## config.mk

```make
export PLATFORM = sky130hd
export DESIGN_NAME = matrix_tile_transpose_core
export DESIGN_NICKNAME = d
export VERILOG_FILES = /design/src/rtl/mtt_pkg.sv /design/src/rtl/mtt_cell.sv /design/src/rtl/mtt_seq.sv /design/src/rtl/matrix_tile_transpose_core.sv
export VERILOG_INCLUDE_DIRS = /design/src /design/src/rtl
export SDC_FILE = /design/constraint.sdc
export NUM_CORES = 2
export LEC_CHECK = 0
export BUFFER_PORTS_ARGS = -buffer_cell sky130_fd_sc_hd__buf_2
export CORE_ASPECT_RATIO = 1.5
export CORE_MARGIN = 10
export CORE_UTILIZATION = 51
export DETAILED_ROUTE_END_ITERATION = 8
export PLACE_DENSITY = 0.77
export SLEW_MARGIN = 20
export SYNTH_ARGS = -nofsm -noshare
export SYNTH_HDL_FRONTEND = slang
export SYNTH_SLANG_ARGS = --single-unit
```

## constraint.sdc

```tcl
create_clock -name clk_i -period 24.7 [get_ports clk_i]
set_input_delay 4.94 -clock clk_i [delete_from_list [all_inputs] [get_ports clk_i]]
set_output_delay 4.94 -clock clk_i [all_outputs]
set_load 0.03 [all_outputs]
```

## src/rtl/matrix_tile_transpose_core_defines.svh

```systemverilog
// Assertion macros for the matrix tile transpose core.
// Depends on nothing; included by files that carry concurrent checks.
`ifndef MATRIX_TILE_TRANSPOSE_CORE_DEFINES_SVH
`define MATRIX_TILE_TRANSPOSE_CORE_DEFINES_SVH

`ifndef ASSERT_OFF
`define MTT_ASSERT(name, clk, rst_n, prop) \
  name: assert property (@(posedge clk) disable iff (!rst_n) prop) \
    else $error("assertion failed");
`define MTT_ASSERT_NEVER(name, clk, rst_n, cond) \
  name: assert property (@(posedge clk) disable iff (!rst_n) !(cond)) \
    else $error("forbidden condition seen");
`else
`define MTT_ASSERT(name, clk, rst_n, prop)
`define MTT_ASSERT_NEVER(name, clk, rst_n, cond)
`endif

`endif

```

## src/rtl/mtt_pkg.sv

```systemverilog
// Shared types and codes for the matrix tile transpose core.
// No dependencies; used by mtt_cell, mtt_seq and the top level.
`timescale 1ns / 1ps

package mtt_pkg;

  localparam int unsigned WORD_W     = 64;
  localparam int unsigned CFG_IDX_W  = 2;
  localparam int unsigned CFG_DATA_W = 4;
  localparam int unsigned CFG_DIM_W  = 4;
  localparam int unsigned EW_LOG_W   = 2;

  localparam logic [CFG_IDX_W-1:0] CFG_TILE_COLS  = 2'd0;
  localparam logic [CFG_IDX_W-1:0] CFG_TILE_ROWS  = 2'd1;
  localparam logic [CFG_IDX_W-1:0] CFG_ELEM_WIDTH = 2'd2;

  localparam logic [EW_LOG_W-1:0] EW_8  = 2'd0;
  localparam logic [EW_LOG_W-1:0] EW_16 = 2'd1;
  localparam logic [EW_LOG_W-1:0] EW_32 = 2'd2;
  localparam logic [EW_LOG_W-1:0] EW_64 = 2'd3;

  localparam logic [CFG_DIM_W-1:0] TILE_DIM_RST = 4'd8;

  typedef enum logic {
    ST_LOAD,
    ST_DRAIN
  } mtt_state_e;

  typedef struct packed {
    logic vld;
    logic wr;
    logic last;
  } lane_ctl_t;

endpackage

```

## src/rtl/mtt_cell.sv

```systemverilog
// One cell of the tile store chain: a row of MAX_DIM entries plus a lane stage.
// Depends on mtt_pkg.
`timescale 1ns / 1ps

module mtt_cell #(
  parameter int unsigned MAX_DIM   = 8,
  parameter int unsigned ELEM_BITS = 64,
  parameter int unsigned CELL_ID   = 0
) (
  input  logic                       clk_i,
  input  logic                       rst_ni,
  input  logic                       adv_i,
  input  mtt_pkg::lane_ctl_t         ctl_i,
  input  logic [$clog2(MAX_DIM)-1:0] cell_i,
  input  logic [$clog2(MAX_DIM)-1:0] slot_i,
  input  logic [ELEM_BITS-1:0]       data_i,
  output mtt_pkg::lane_ctl_t         ctl_o,
  output logic [$clog2(MAX_DIM)-1:0] cell_o,
  output logic [$clog2(MAX_DIM)-1:0] slot_o,
  output logic [ELEM_BITS-1:0]       data_o
);

  localparam int unsigned AW = $clog2(MAX_DIM);

  logic [ELEM_BITS-1:0] row_q [MAX_DIM];
  mtt_pkg::lane_ctl_t   ctl_q;
  logic [AW-1:0]        cell_q;
  logic [AW-1:0]        slot_q;
  logic [ELEM_BITS-1:0] data_q;
  logic                 hit;

  assign hit = ctl_i.vld && (cell_i == AW'(CELL_ID));

  always_ff @(posedge clk_i or negedge rst_ni) begin
    if (!rst_ni) begin
      ctl_q <= '0;
    end else if (adv_i) begin
      ctl_q <= ctl_i;
    end
  end

  always_ff @(posedge clk_i) begin
    if (adv_i) begin
      cell_q <= cell_i;
      slot_q <= slot_i;
      if (hit && !ctl_i.wr) begin
        data_q <= row_q[slot_i];
      end else begin
        data_q <= data_i;
      end
      if (hit && ctl_i.wr) begin
        row_q[slot_i] <= data_i;
      end
    end
  end

  assign ctl_o  = ctl_q;
  assign cell_o = cell_q;
  assign slot_o = slot_q;
  assign data_o = data_q;

endmodule

```

## src/rtl/mtt_seq.sv

```systemverilog
// Sequencer: configuration registers, load counter and transposed read order.
// Depends on mtt_pkg; feeds the head of the mtt_cell chain.
`timescale 1ns / 1ps

module mtt_seq #(
  parameter int unsigned MAX_DIM   = 8,
  parameter int unsigned ELEM_BITS = 64
) (
  input  logic                             clk_i,
  input  logic                             rst_ni,
  input  logic                             cfg_we_i,
  input  logic [mtt_pkg::CFG_IDX_W-1:0]    cfg_idx_i,
  input  logic [mtt_pkg::CFG_DATA_W-1:0]   cfg_wdata_i,
  input  logic                             adv_i,
  input  logic                             s_valid_i,
  input  logic [mtt_pkg::WORD_W-1:0]       s_data_i,
  output logic                             s_ready_o,
  output mtt_pkg::lane_ctl_t               iss_ctl_o,
  output logic [$clog2(MAX_DIM)-1:0]       iss_cell_o,
  output logic [$clog2(MAX_DIM)-1:0]       iss_slot_o,
  output logic [ELEM_BITS-1:0]             iss_data_o
);

  localparam int unsigned AW    = $clog2(MAX_DIM);
  localparam int unsigned SW    = AW + 1;
  localparam int unsigned DIM_W = $clog2(MAX_DIM + 1);
  localparam int unsigned CNT_W = $clog2(MAX_DIM * MAX_DIM + 1);

  logic [mtt_pkg::CFG_DIM_W-1:0] cols_q, rows_q;
  logic [mtt_pkg::EW_LOG_W-1:0]  ew_q;

  mtt_pkg::mtt_state_e state_q, state_d;
  logic [CNT_W-1:0] load_q, load_d, load_inc;
  logic [AW-1:0]    ld_cell_q, ld_cell_d, ld_slot_q, ld_slot_d;
  logic [AW-1:0]    x_q, x_d, y_q, y_d;
  logic [AW-1:0]    rd_cell_q, rd_cell_d, rd_slot_q, rd_slot_d;

  logic [DIM_W-1:0]           cols, rows;
  logic [CNT_W-1:0]           total;
  logic [SW-1:0]              slot_sum;
  logic                       x_last, y_last, accept;
  logic [mtt_pkg::WORD_W-1:0] masked;

  always_ff @(posedge clk_i or negedge rst_ni) begin
    if (!rst_ni) begin
      cols_q <= mtt_pkg::TILE_DIM_RST;
      rows_q <= mtt_pkg::TILE_DIM_RST;
      ew_q   <= mtt_pkg::EW_64;
    end else if (cfg_we_i) begin
      case (cfg_idx_i)
        mtt_pkg::CFG_TILE_COLS:  cols_q <= cfg_wdata_i;
        mtt_pkg::CFG_TILE_ROWS:  rows_q <= cfg_wdata_i;
        mtt_pkg::CFG_ELEM_WIDTH: ew_q   <= cfg_wdata_i[mtt_pkg::EW_LOG_W-1:0];
        default: ;
      endcase
    end
  end

  always_comb begin
    if (cols_q == '0) begin
      cols = DIM_W'(1);
    end else if (cols_q > mtt_pkg::CFG_DIM_W'(MAX_DIM)) begin
      cols = DIM_W'(MAX_DIM);
    end else begin
      cols = DIM_W'(cols_q);
    end
    if (rows_q == '0) begin
      rows = DIM_W'(1);
    end else if (rows_q > mtt_pkg::CFG_DIM_W'(MAX_DIM)) begin
      rows = DIM_W'(MAX_DIM);
    end else begin
      rows = DIM_W'(rows_q);
    end
  end

  assign total = CNT_W'(cols) * CNT_W'(rows);

  always_comb begin
    case (ew_q)
      mtt_pkg::EW_8:  masked = {56'd0, s_data_i[7:0]};
      mtt_pkg::EW_16: masked = {48'd0, s_data_i[15:0]};
      mtt_pkg::EW_32: masked = {32'd0, s_data_i[31:0]};
      default:        masked = s_data_i;
    endcase
  end

  assign s_ready_o = (state_q == mtt_pkg::ST_LOAD) && adv_i;
  assign accept    = s_valid_i && s_ready_o;
  assign load_inc  = load_q + CNT_W'(1);
  assign x_last    = (DIM_W'(x_q) + DIM_W'(1)) == cols;
  assign y_last    = (DIM_W'(y_q) + DIM_W'(1)) == rows;
  assign slot_sum  = SW'(rd_slot_q) + SW'(cols);

  always_comb begin
    state_d   = state_q;
    load_d    = load_q;
    ld_cell_d = ld_cell_q;
    ld_slot_d = ld_slot_q;
    x_d       = x_q;
    y_d       = y_q;
    rd_cell_d = rd_cell_q;
    rd_slot_d = rd_slot_q;

    iss_ctl_o  = '0;
    iss_cell_o = ld_cell_q;
    iss_slot_o = ld_slot_q;
    iss_data_o = ELEM_BITS'(masked);

    case (state_q)
      mtt_pkg::ST_LOAD: begin
        iss_ctl_o.vld = s_valid_i;
        iss_ctl_o.wr  = 1'b1;
        if (accept) begin
          if (load_inc >= total) begin
            state_d   = mtt_pkg::ST_DRAIN;
            load_d    = '0;
            ld_cell_d = '0;
            ld_slot_d = '0;
            x_d       = '0;
            y_d       = '0;
            rd_cell_d = '0;
            rd_slot_d = '0;
          end else begin
            load_d = load_inc;
            if (ld_slot_q == AW'(MAX_DIM - 1)) begin
              ld_slot_d = '0;
              ld_cell_d = ld_cell_q + AW'(1);
            end else begin
              ld_slot_d = ld_slot_q + AW'(1);
            end
          end
        end
      end
      mtt_pkg::ST_DRAIN: begin
        iss_ctl_o.vld  = 1'b1;
        iss_ctl_o.wr   = 1'b0;
        iss_ctl_o.last = x_last && y_last;
        iss_cell_o     = rd_cell_q;
        iss_slot_o     = rd_slot_q;
        if (adv_i) begin
          if (y_last) begin
            y_d       = '0;
            x_d       = x_q + AW'(1);
            rd_cell_d = '0;
            rd_slot_d = x_q + AW'(1);
            if (x_last) begin
              state_d = mtt_pkg::ST_LOAD;
            end
          end else begin
            y_d = y_q + AW'(1);
            if (slot_sum >= SW'(MAX_DIM)) begin
              rd_slot_d = AW'(slot_sum - SW'(MAX_DIM));
              rd_cell_d = rd_cell_q + AW'(1);
            end else begin
              rd_slot_d = AW'(slot_sum);
            end
          end
        end
      end
      default: begin
        state_d = mtt_pkg::ST_LOAD;
      end
    endcase
  end

  always_ff @(posedge clk_i or negedge rst_ni) begin
    if (!rst_ni) begin
      state_q   <= mtt_pkg::ST_LOAD;
      load_q    <= '0;
      ld_cell_q <= '0;
      ld_slot_q <= '0;
      x_q       <= '0;
      y_q       <= '0;
      rd_cell_q <= '0;
      rd_slot_q <= '0;
    end else begin
      state_q   <= state_d;
      load_q    <= load_d;
      ld_cell_q <= ld_cell_d;
      ld_slot_q <= ld_slot_d;
      x_q       <= x_d;
      y_q       <= y_d;
      rd_cell_q <= rd_cell_d;
      rd_slot_q <= rd_slot_d;
    end
  end

endmodule

```

## src/rtl/matrix_tile_transpose_core.sv

```systemverilog
// Top level of the matrix tile transpose core: sequencer plus a chain of store cells.
// Depends on mtt_pkg, mtt_seq, mtt_cell and matrix_tile_transpose_core_defines.svh.
`timescale 1ns / 1ps
`include "matrix_tile_transpose_core_defines.svh"

// Corner turn for a dense tile of up to MAX_DIM x MAX_DIM elements. Input words
// arrive row-major, one per cycle while the core is loading and the result side
// is not stalled; each is cut to the configured element width and written
// into a chain of MAX_DIM cells, cell c holding linear entries c*MAX_DIM ..
// c*MAX_DIM+MAX_DIM-1. The word that completes the tile starts a burst of
// rows*cols read requests in transposed order, one per cycle while the result
// side is not stalled; input is held off for the whole burst. Every request
// walks the whole chain, cell by cell. The last result carries tlast.
// A stall on the result side freezes the whole chain, input included.

module matrix_tile_transpose_core #(
  parameter int unsigned MAX_DIM   = 8,
  parameter int unsigned ELEM_BITS = 64
) (
  input  logic                           clk_i,
  input  logic                           rst_ni,
  input  logic                           cfg_we_i,
  input  logic [mtt_pkg::CFG_IDX_W-1:0]  cfg_idx_i,
  input  logic [mtt_pkg::CFG_DATA_W-1:0] cfg_wdata_i,
  input  logic                           s_axis_tvalid,
  output logic                           s_axis_tready,
  input  logic [mtt_pkg::WORD_W-1:0]     s_axis_tdata,   // [63:0] elem_value
  output logic                           m_axis_tvalid,
  input  logic                           m_axis_tready,
  output logic [mtt_pkg::WORD_W-1:0]     m_axis_tdata,   // [63:0] out_value
  output logic                           m_axis_tlast
);

  localparam int unsigned AW = $clog2(MAX_DIM);

  mtt_pkg::lane_ctl_t   ctl_w  [MAX_DIM+1];
  logic [AW-1:0]        cell_w [MAX_DIM+1];
  logic [AW-1:0]        slot_w [MAX_DIM+1];
  logic [ELEM_BITS-1:0] data_w [MAX_DIM+1];
  logic                 adv;

  assign m_axis_tvalid = ctl_w[MAX_DIM].vld && !ctl_w[MAX_DIM].wr;
  assign m_axis_tlast  = ctl_w[MAX_DIM].last;
  assign m_axis_tdata  = mtt_pkg::WORD_W'(data_w[MAX_DIM]);
  assign adv           = !m_axis_tvalid || m_axis_tready;

  mtt_seq #(
    .MAX_DIM   (MAX_DIM),
    .ELEM_BITS (ELEM_BITS)
  ) u_seq (
    .clk_i       (clk_i),
    .rst_ni      (rst_ni),
    .cfg_we_i    (cfg_we_i),
    .cfg_idx_i   (cfg_idx_i),
    .cfg_wdata_i (cfg_wdata_i),
    .adv_i       (adv),
    .s_valid_i   (s_axis_tvalid),
    .s_data_i    (s_axis_tdata),
    .s_ready_o   (s_axis_tready),
    .iss_ctl_o   (ctl_w[0]),
    .iss_cell_o  (cell_w[0]),
    .iss_slot_o  (slot_w[0]),
    .iss_data_o  (data_w[0])
  );

  for (genvar c = 0; c < MAX_DIM; c++) begin : g_cell
    mtt_cell #(
      .MAX_DIM   (MAX_DIM),
      .ELEM_BITS (ELEM_BITS),
      .CELL_ID   (c)
    ) u_cell (
      .clk_i  (clk_i),
      .rst_ni (rst_ni),
      .adv_i  (adv),
      .ctl_i  (ctl_w[c]),
      .cell_i (cell_w[c]),
      .slot_i (slot_w[c]),
      .data_i (data_w[c]),
      .ctl_o  (ctl_w[c+1]),
      .cell_o (cell_w[c+1]),
      .slot_o (slot_w[c+1]),
      .data_o (data_w[c+1])
    );
  end

  `MTT_ASSERT(a_stall_blocks_input, clk_i, rst_ni, m_axis_tvalid && !m_axis_tready |-> !s_axis_tready)
  `MTT_ASSERT_NEVER(a_no_input_in_burst, clk_i, rst_ni, ctl_w[0].vld && !ctl_w[0].wr && s_axis_tready)
  `MTT_ASSERT(a_last_is_read, clk_i, rst_ni, ctl_w[MAX_DIM].vld && ctl_w[MAX_DIM].last |-> m_axis_tvalid)

endmodule

```

---- After elaboration in Yosys (flattened, before gate mapping) ----
Memories as Yosys holds them, arrays and structs flattened. A register that Yosys moved wholly into a read port is not among the register bits.
Index checks and enable logic that the tools add are counted.
cells by class
  multiplexer cells ....................... 75
  magnitude comparators ................... 4
  add/sub/neg operators ................... 10
  multiply operators ...................... 1
  reductions and logical operators ........ 53
  bitwise logic cells ..................... 1
  equality and inequality tests ........... 19
operators by type and width
  operator                                                               number
  64-bit two-way mux                                                     8
  64-bit one-hot mux with 3 select lines                                 1
  3-bit two-way mux                                                      25
  1-bit two-way mux                                                      30
  1-bit logical AND                                                      28
  3-bit one-hot mux with 2 select lines                                  4
  4-bit two-way mux                                                      4
  3-bit by 1-bit adder with 3-bit output, second input constant          5
  3-bit equality test, second input constant                             5
  1-bit logical NOT                                                      10
  3-bit by 1-bit adder with 4-bit output, second input constant          2
  4-bit equality test                                                    2
  4-bit greater-than comparator, second input constant                   2
  4-bit logical NOT                                                      2
  2-bit AND reduction                                                    4
  4-bit AND reduction                                                    2
  7-bit by 1-bit adder with 7-bit output, second input constant          1
  7-bit >= comparator                                                    1
  4-bit by 4-bit multiplier with 7-bit output                            1
  7-bit two-way mux                                                      1
  3-bit by 2-bit equality test with 1-bit output, second input constant  2
  3-bit AND reduction                                                    2
  3-bit by 4-bit adder with 4-bit output                                 1
  2-bit by 1-bit equality test with 1-bit output, second input constant  2
  14 further kinds                                                       18
storage, ports and cells
  RAM bits ................................ 4096
  memories ................................ 8
  bits in registers ....................... 614
  word-level logic and storage cells ...... 228
  bits of input ports ..................... 75
  output and inout port bits .............. 67
memory list
  name                    depth  bits a word  read ports  clocked after memory_dff  write ports  RTL line        text
  g_cell[0].u_cell.row_q  8      64           1           0                         1            mtt_cell.sv:25  logic [ELEM_BITS-1:0] row_q [MAX_DIM];
  g_cell[1].u_cell.row_q  8      64           1           1                         1            mtt_cell.sv:25
  g_cell[2].u_cell.row_q  8      64           1           1                         1            mtt_cell.sv:25
  g_cell[3].u_cell.row_q  8      64           1           1                         1            mtt_cell.sv:25
  g_cell[4].u_cell.row_q  8      64           1           1                         1            mtt_cell.sv:25
  g_cell[5].u_cell.row_q  8      64           1           1                         1            mtt_cell.sv:25
  2 more memories         -      -            -           -                         -            -

---- Logic depth before layout (Yosys ltp) ----
  word-level depth ........................ 9
  gate-level depth with buffers ........... 20
  mapped depth without buffers ............ 19

---- Modules after synthesis ----
Synthesis repeated with hierarchy kept, for this count alone.
second synthesis, totals
  cell total of the unflattened synthesis .. 10564
  area total of the unflattened synthesis .. 182945.5 sq um
by module, submodules not included
  module                           seq. area each (sq um)  cells an instance  times used  area an instance (sq um)
  mtt_cell (g_cell[5].u_cell ...)  17551.8                 1309               2           22601.7
  mtt_cell (g_cell[1].u_cell ...)  17551.8                 1217               2           22293.9
  mtt_cell (g_cell[7].u_cell)      17551.8                 1309               1           22606.7
  mtt_cell (g_cell[0].u_cell)      17551.8                 1309               1           22589.2
  mtt_cell (g_cell[4].u_cell)      17551.8                 1307               1           22522.9
  mtt_cell (g_cell[3].u_cell)      17551.8                 1217               1           22302.6
  mtt_seq                          905.9                   368                1           3115.5
  matrix_tile_transpose_core       0.0                     2                  1           17.5

---- Worst setup path before layout ----
Ideal clock, no wire load.
  kind .................................... input -> register
  from .................................... input port m_axis_tready
  to ...................................... register (tool-made name)
  path buffers ............................ 3
  stages on the path ...................... 6
  required time ........................... 23973 ps
  arrival ................................. 20964 ps
  path slack .............................. 3009 ps
  setup time .............................. 727 ps
  cells stage by stage .................... nor2b_1 -> clkbuf_1 -> inv_1 -> buf_2 -> buf_1 -> a21oi_1
RTL lines
  item         RTL line                          text
  from (decl)  matrix_tile_transpose_core.sv:29  input logic m_axis_tready,

---- Worst setup path in the final report ----
  from .................................... input port m_axis_tready
  to ...................................... output port s_axis_tready
on the way
  cells in the longest elaborated chain, start to end .. 2
ends and longest elaborated chain
  item               RTL line                          text
  1-bit logical OR   matrix_tile_transpose_core.sv:45  assign adv = !m_axis_tvalid || m_axis_tready;
  1-bit logical AND  mtt_seq.sv:87                     assign s_ready_o = (state_q == mtt_pkg::ST_LOAD) && adv_i;
  to (decl)          matrix_tile_transpose_core.sv:26  output logic s_axis_tready,
Every way passes these cells.

==> results_dict.tcl <==
set metrics [dict create \
    start_util_pct 51.3 \
    cts_tree "done" \
    cp.required_ps 19760 \
    setup_slack_ps 13680 \
    synth_top_area_cell "edfxtp_1" \
    first_pass_iters 6 \
    finalWorstPathRequiredPeriod_ps 11020 \
    finalInstanceArea_um2 199000 \
    grt_antenna_before_repair 4 \
    synthTopCellsByArea "edfxtp_1 (78%), mux4_2 (11%), mux2i_1 (2.6%), a21oi_1 (1.5%), nor2_1 (1.2%)" \
    htree_levels 5 \
    ant_nets 0 \
    syn_nets 8793 \
    ys_warn_count 0 \
    synthMuxAreaShare_pct 13.9 \
    wl_per_cell_um 26.9 \
    met3_length_mm 23.8 \
    fmax_mhz 90.8 \
    drc 0 \
    drv_cap 0 \
    top_layer_used "met5" \
    total_power_mw 23.4 \
    slowest_delay_ps 510 \
    hp-class "reg2reg" \
    ys_types 70 \
    slowest_stage "buf_4" \
    synth_area_um2 180000 \
    synthArstFlopShare_pct 1.27 \
    dp_cells 13154 \
    gp_congestion 0.780 \
    dr.first_iter.drc_count 8698 \
    vias 84819 \
    cts_resized 0 \
    grt_max_degree 139 \
    synthAdderAreaFrac_pct 0.244 \
    start_kind "input pin" \
    post-dp-hpwl_mm 200 \
    io_buffers 141 \
    met1_length_mm 135 \
    cts_max_path_buffers 4 \
    post-cts-setup-buffer-count 0 \
    crit_chain "buf_2 -> nor2b_4 -> buf_4 -> nor2_1 -> buf_2" \
    timing.final.setup_violations 0 \
    fp.dieW_um 505 \
    post-route-util_pct 56.8 \
    clock-root-buffer "clkbuf_16" \
    finalClockSkew_ps 80.6 \
    synth_top_cell_area_share_pct 77.7 \
    synth-edff-count 4650 \
    crit_type "in2out" \
    synth_area_per_cell_um2 20.7 \
    final.setup.tns_ps 0 \
    rows 266 \
    place_ws_ps 13650 \
    status "complete, no violations" \
    cts-hold-fix-buffers 0 \
    viasPerCell 6.10 \
    critPathTopFamily "buffers and inverters" \
    end_kind "primary output" \
    clkTransAtPathRegs_ps 60 \
    area_delta_synth_final_pct 10.7 \
    finalCritPeriodShare_pct 44.6 \
    hold_violations 0 \
    ys_seq_area_share_pct 78.8 \
    core_um2 350000 \
    nNetsFinal 8991 \
    instances_no_fill 13911 \
    drive_gt1_share_pct 20.8 \
    die_area_um2 377000 \
    io_pins 142 \
    power.density_nw_per_um2 118 \
    path_max_fanout 43 \
    max-slew-margin-rel_pct 26.9 \
    leakage_nw 63.8 \
    synth_xor_area_share_pct 0.0828 \
    numCtsBuffers 418 \
    grt_pass1_wl_mm 572 \
    dr_wl_met2_mm 205 \
    rsz0062_at_grt "no" \
    grt_overflow 0 \
    cp_common_cell "buf_2" \
    holdWs_ps 442 \
    synth_top_family_by_area "multiplexers" \
    yosys_register_bits 4731 \
    grt_usage_pct 19.4 \
    cp_num_buf_inv 3 \
    yosys.area_share.simple_pct 2.51 \
    synth_ff_type "edfxtp_1" \
    synth-compound-area-share_pct 3.05 \
    synth_cells 8686 \
    numClockSinks 4731 \
    die_h_um 747 \
    peakVddDrop_mv 0.134 \
    place_area_um2 186000 \
    worst_pin_slew_ps 1100 \
    drt_wl_total_mm 375 \
    clock_latency_ps 940 \
    first_global_vias 90210 \
    arrival_ps 6080 \
    slew_violations 0 \
]
state kept, by name, indices dropped and copies added, names as in the netlist, named ones only:
signal,count
g_cell.u_cell.slot_o,21
g_cell.u_cell.data_o,512
u_seq.ld_slot_q,3
u_seq.ew_q,2
u_seq.state_q,1
u_seq.rd_cell_q,3
g_cell.u_cell.cell_o,21
u_seq.ld_cell_q,3
u_seq.cols_q,4
u_seq.rows_q,4
g_cell.u_cell.row_q,4096
u_seq.load_q,7
u_seq.x_q,3
u_seq.rd_slot_q,3
g_cell.u_cell.ctl_o,24
u_seq.y_q,3
final timing paths:
| path | startpoint | to | slack, ps | depth (start not counted) |
|---|---|---|---|---|
| max reg2reg | g_cell[7].u_cell.ctl_o[2]$_DFFE_PN0N_ | g_cell[6].u_cell.row_q[4][30]$_DFFE_PP_ | 19160 | 9 |
| min in group asynchronous | rst_ni | u_seq.load_q[5]$_DFFE_PN0P_ | 4130 | 1 |
| max | m_axis_tready | s_axis_tready | 13680 | 5 |
| min reg2reg | g_cell[5].u_cell.cell_o[2]$_DFFE_PN_ | g_cell[6].u_cell.cell_o[2]$_DFFE_PN_ | 440 | 0 |
| max in group asynchronous | rst_ni | g_cell[6].u_cell.ctl_o[1]$_DFFE_PN0N_ | 19960 | 1 |
| min | g_cell[5].u_cell.cell_o[2]$_DFFE_PN_ | g_cell[6].u_cell.cell_o[2]$_DFFE_PN_ | 440 | 0 |
metal layers:
metal / track usage, % / vias up
met1: 23.5 / 44356
met4: 5.71 / 2
met2: 36.2 / 3916
met5: 0 / -
li1: - / 35777
met3: 2.62 / 768
cells in the final DEF (no fill, tap or decap), drive strengths merged, types with 72 or more instances in the layout:
| master | netlist | final |
|---|---|---|
| a21oi | 550 | 550 |
| a221oi | 76 | 76 |
| buf | 286 | 307 |
| clkbuf | 243 | 505 |
| clkinv | 0 | 186 |
| edfxtp | 4650 | 4650 |
| mux2i | 463 | 463 |
| mux4 | 896 | 896 |
| nand2 | 321 | 321 |
| nor2 | 566 | 566 |
| o21ai | 72 | 72 |
power breakdown:
group	switching (mW)	internal [mW]
Sequential	1.40	10.6
Clock	2.81	3.57
Combinational	2.85	2.24
Yosys cell counts (all sizes together) (4+ instances only):
cell type  instances
nor2             566
nand4             10
and4b              4
a21o               7
nand4b             6
o221ai            13
inv               25
dfrtp             56
nand2            321
xor2               8
dfxtp             21
o21ai             72
xnor2              9
and2              26
nand2b            24
o22ai             14
edfxtp          4650
dfstp              4
a221o             10
mux2i            463
a21oi            550
o211ai             6
nor2b              9
o22a              15
a221oi            76
a211oi            22
clkbuf           243
a22o               9
buf              286
fa                 5
a222oi            17
nand3             35
and3              35
a22oi             41
ha                27
mux2              18
a31oi             18
mux4             896
nor3              20
o21a              21
worst register-to-register path, cell delays in order (launching register included):
cell and delay (ps):
dfrtp_1 350, nor2b_1 190, nor2b_4 150, buf_4 290
inv_8 550, buf_12 620, buf_4 940, nand4b_1 520
nor2_4 730, buf_4 760
logic make-up after synthesis:
logic type               after synthesis
XOR/XNOR                              17
buffers and inverters                554
adder cells (fa/ha/maj)               32
multiplexers                        1377
AND/OR/NAND/NOR                     1073
flip-flops                          4731
AO/OA/AOI/OAI                        902
area by class of cell:
type                       count  area (um2)
antenna                        2        5.00
inverter                      25         101
multi-input combinational   3401       36200
tap                         4690        5870
sequential                  4731      142000
fill                       24080      151000
clock buffer                 505       11000
clock inverter               250        2270
timing repair buffer         307        1980
No activity file was read; power rests on OpenSTA's default activity.
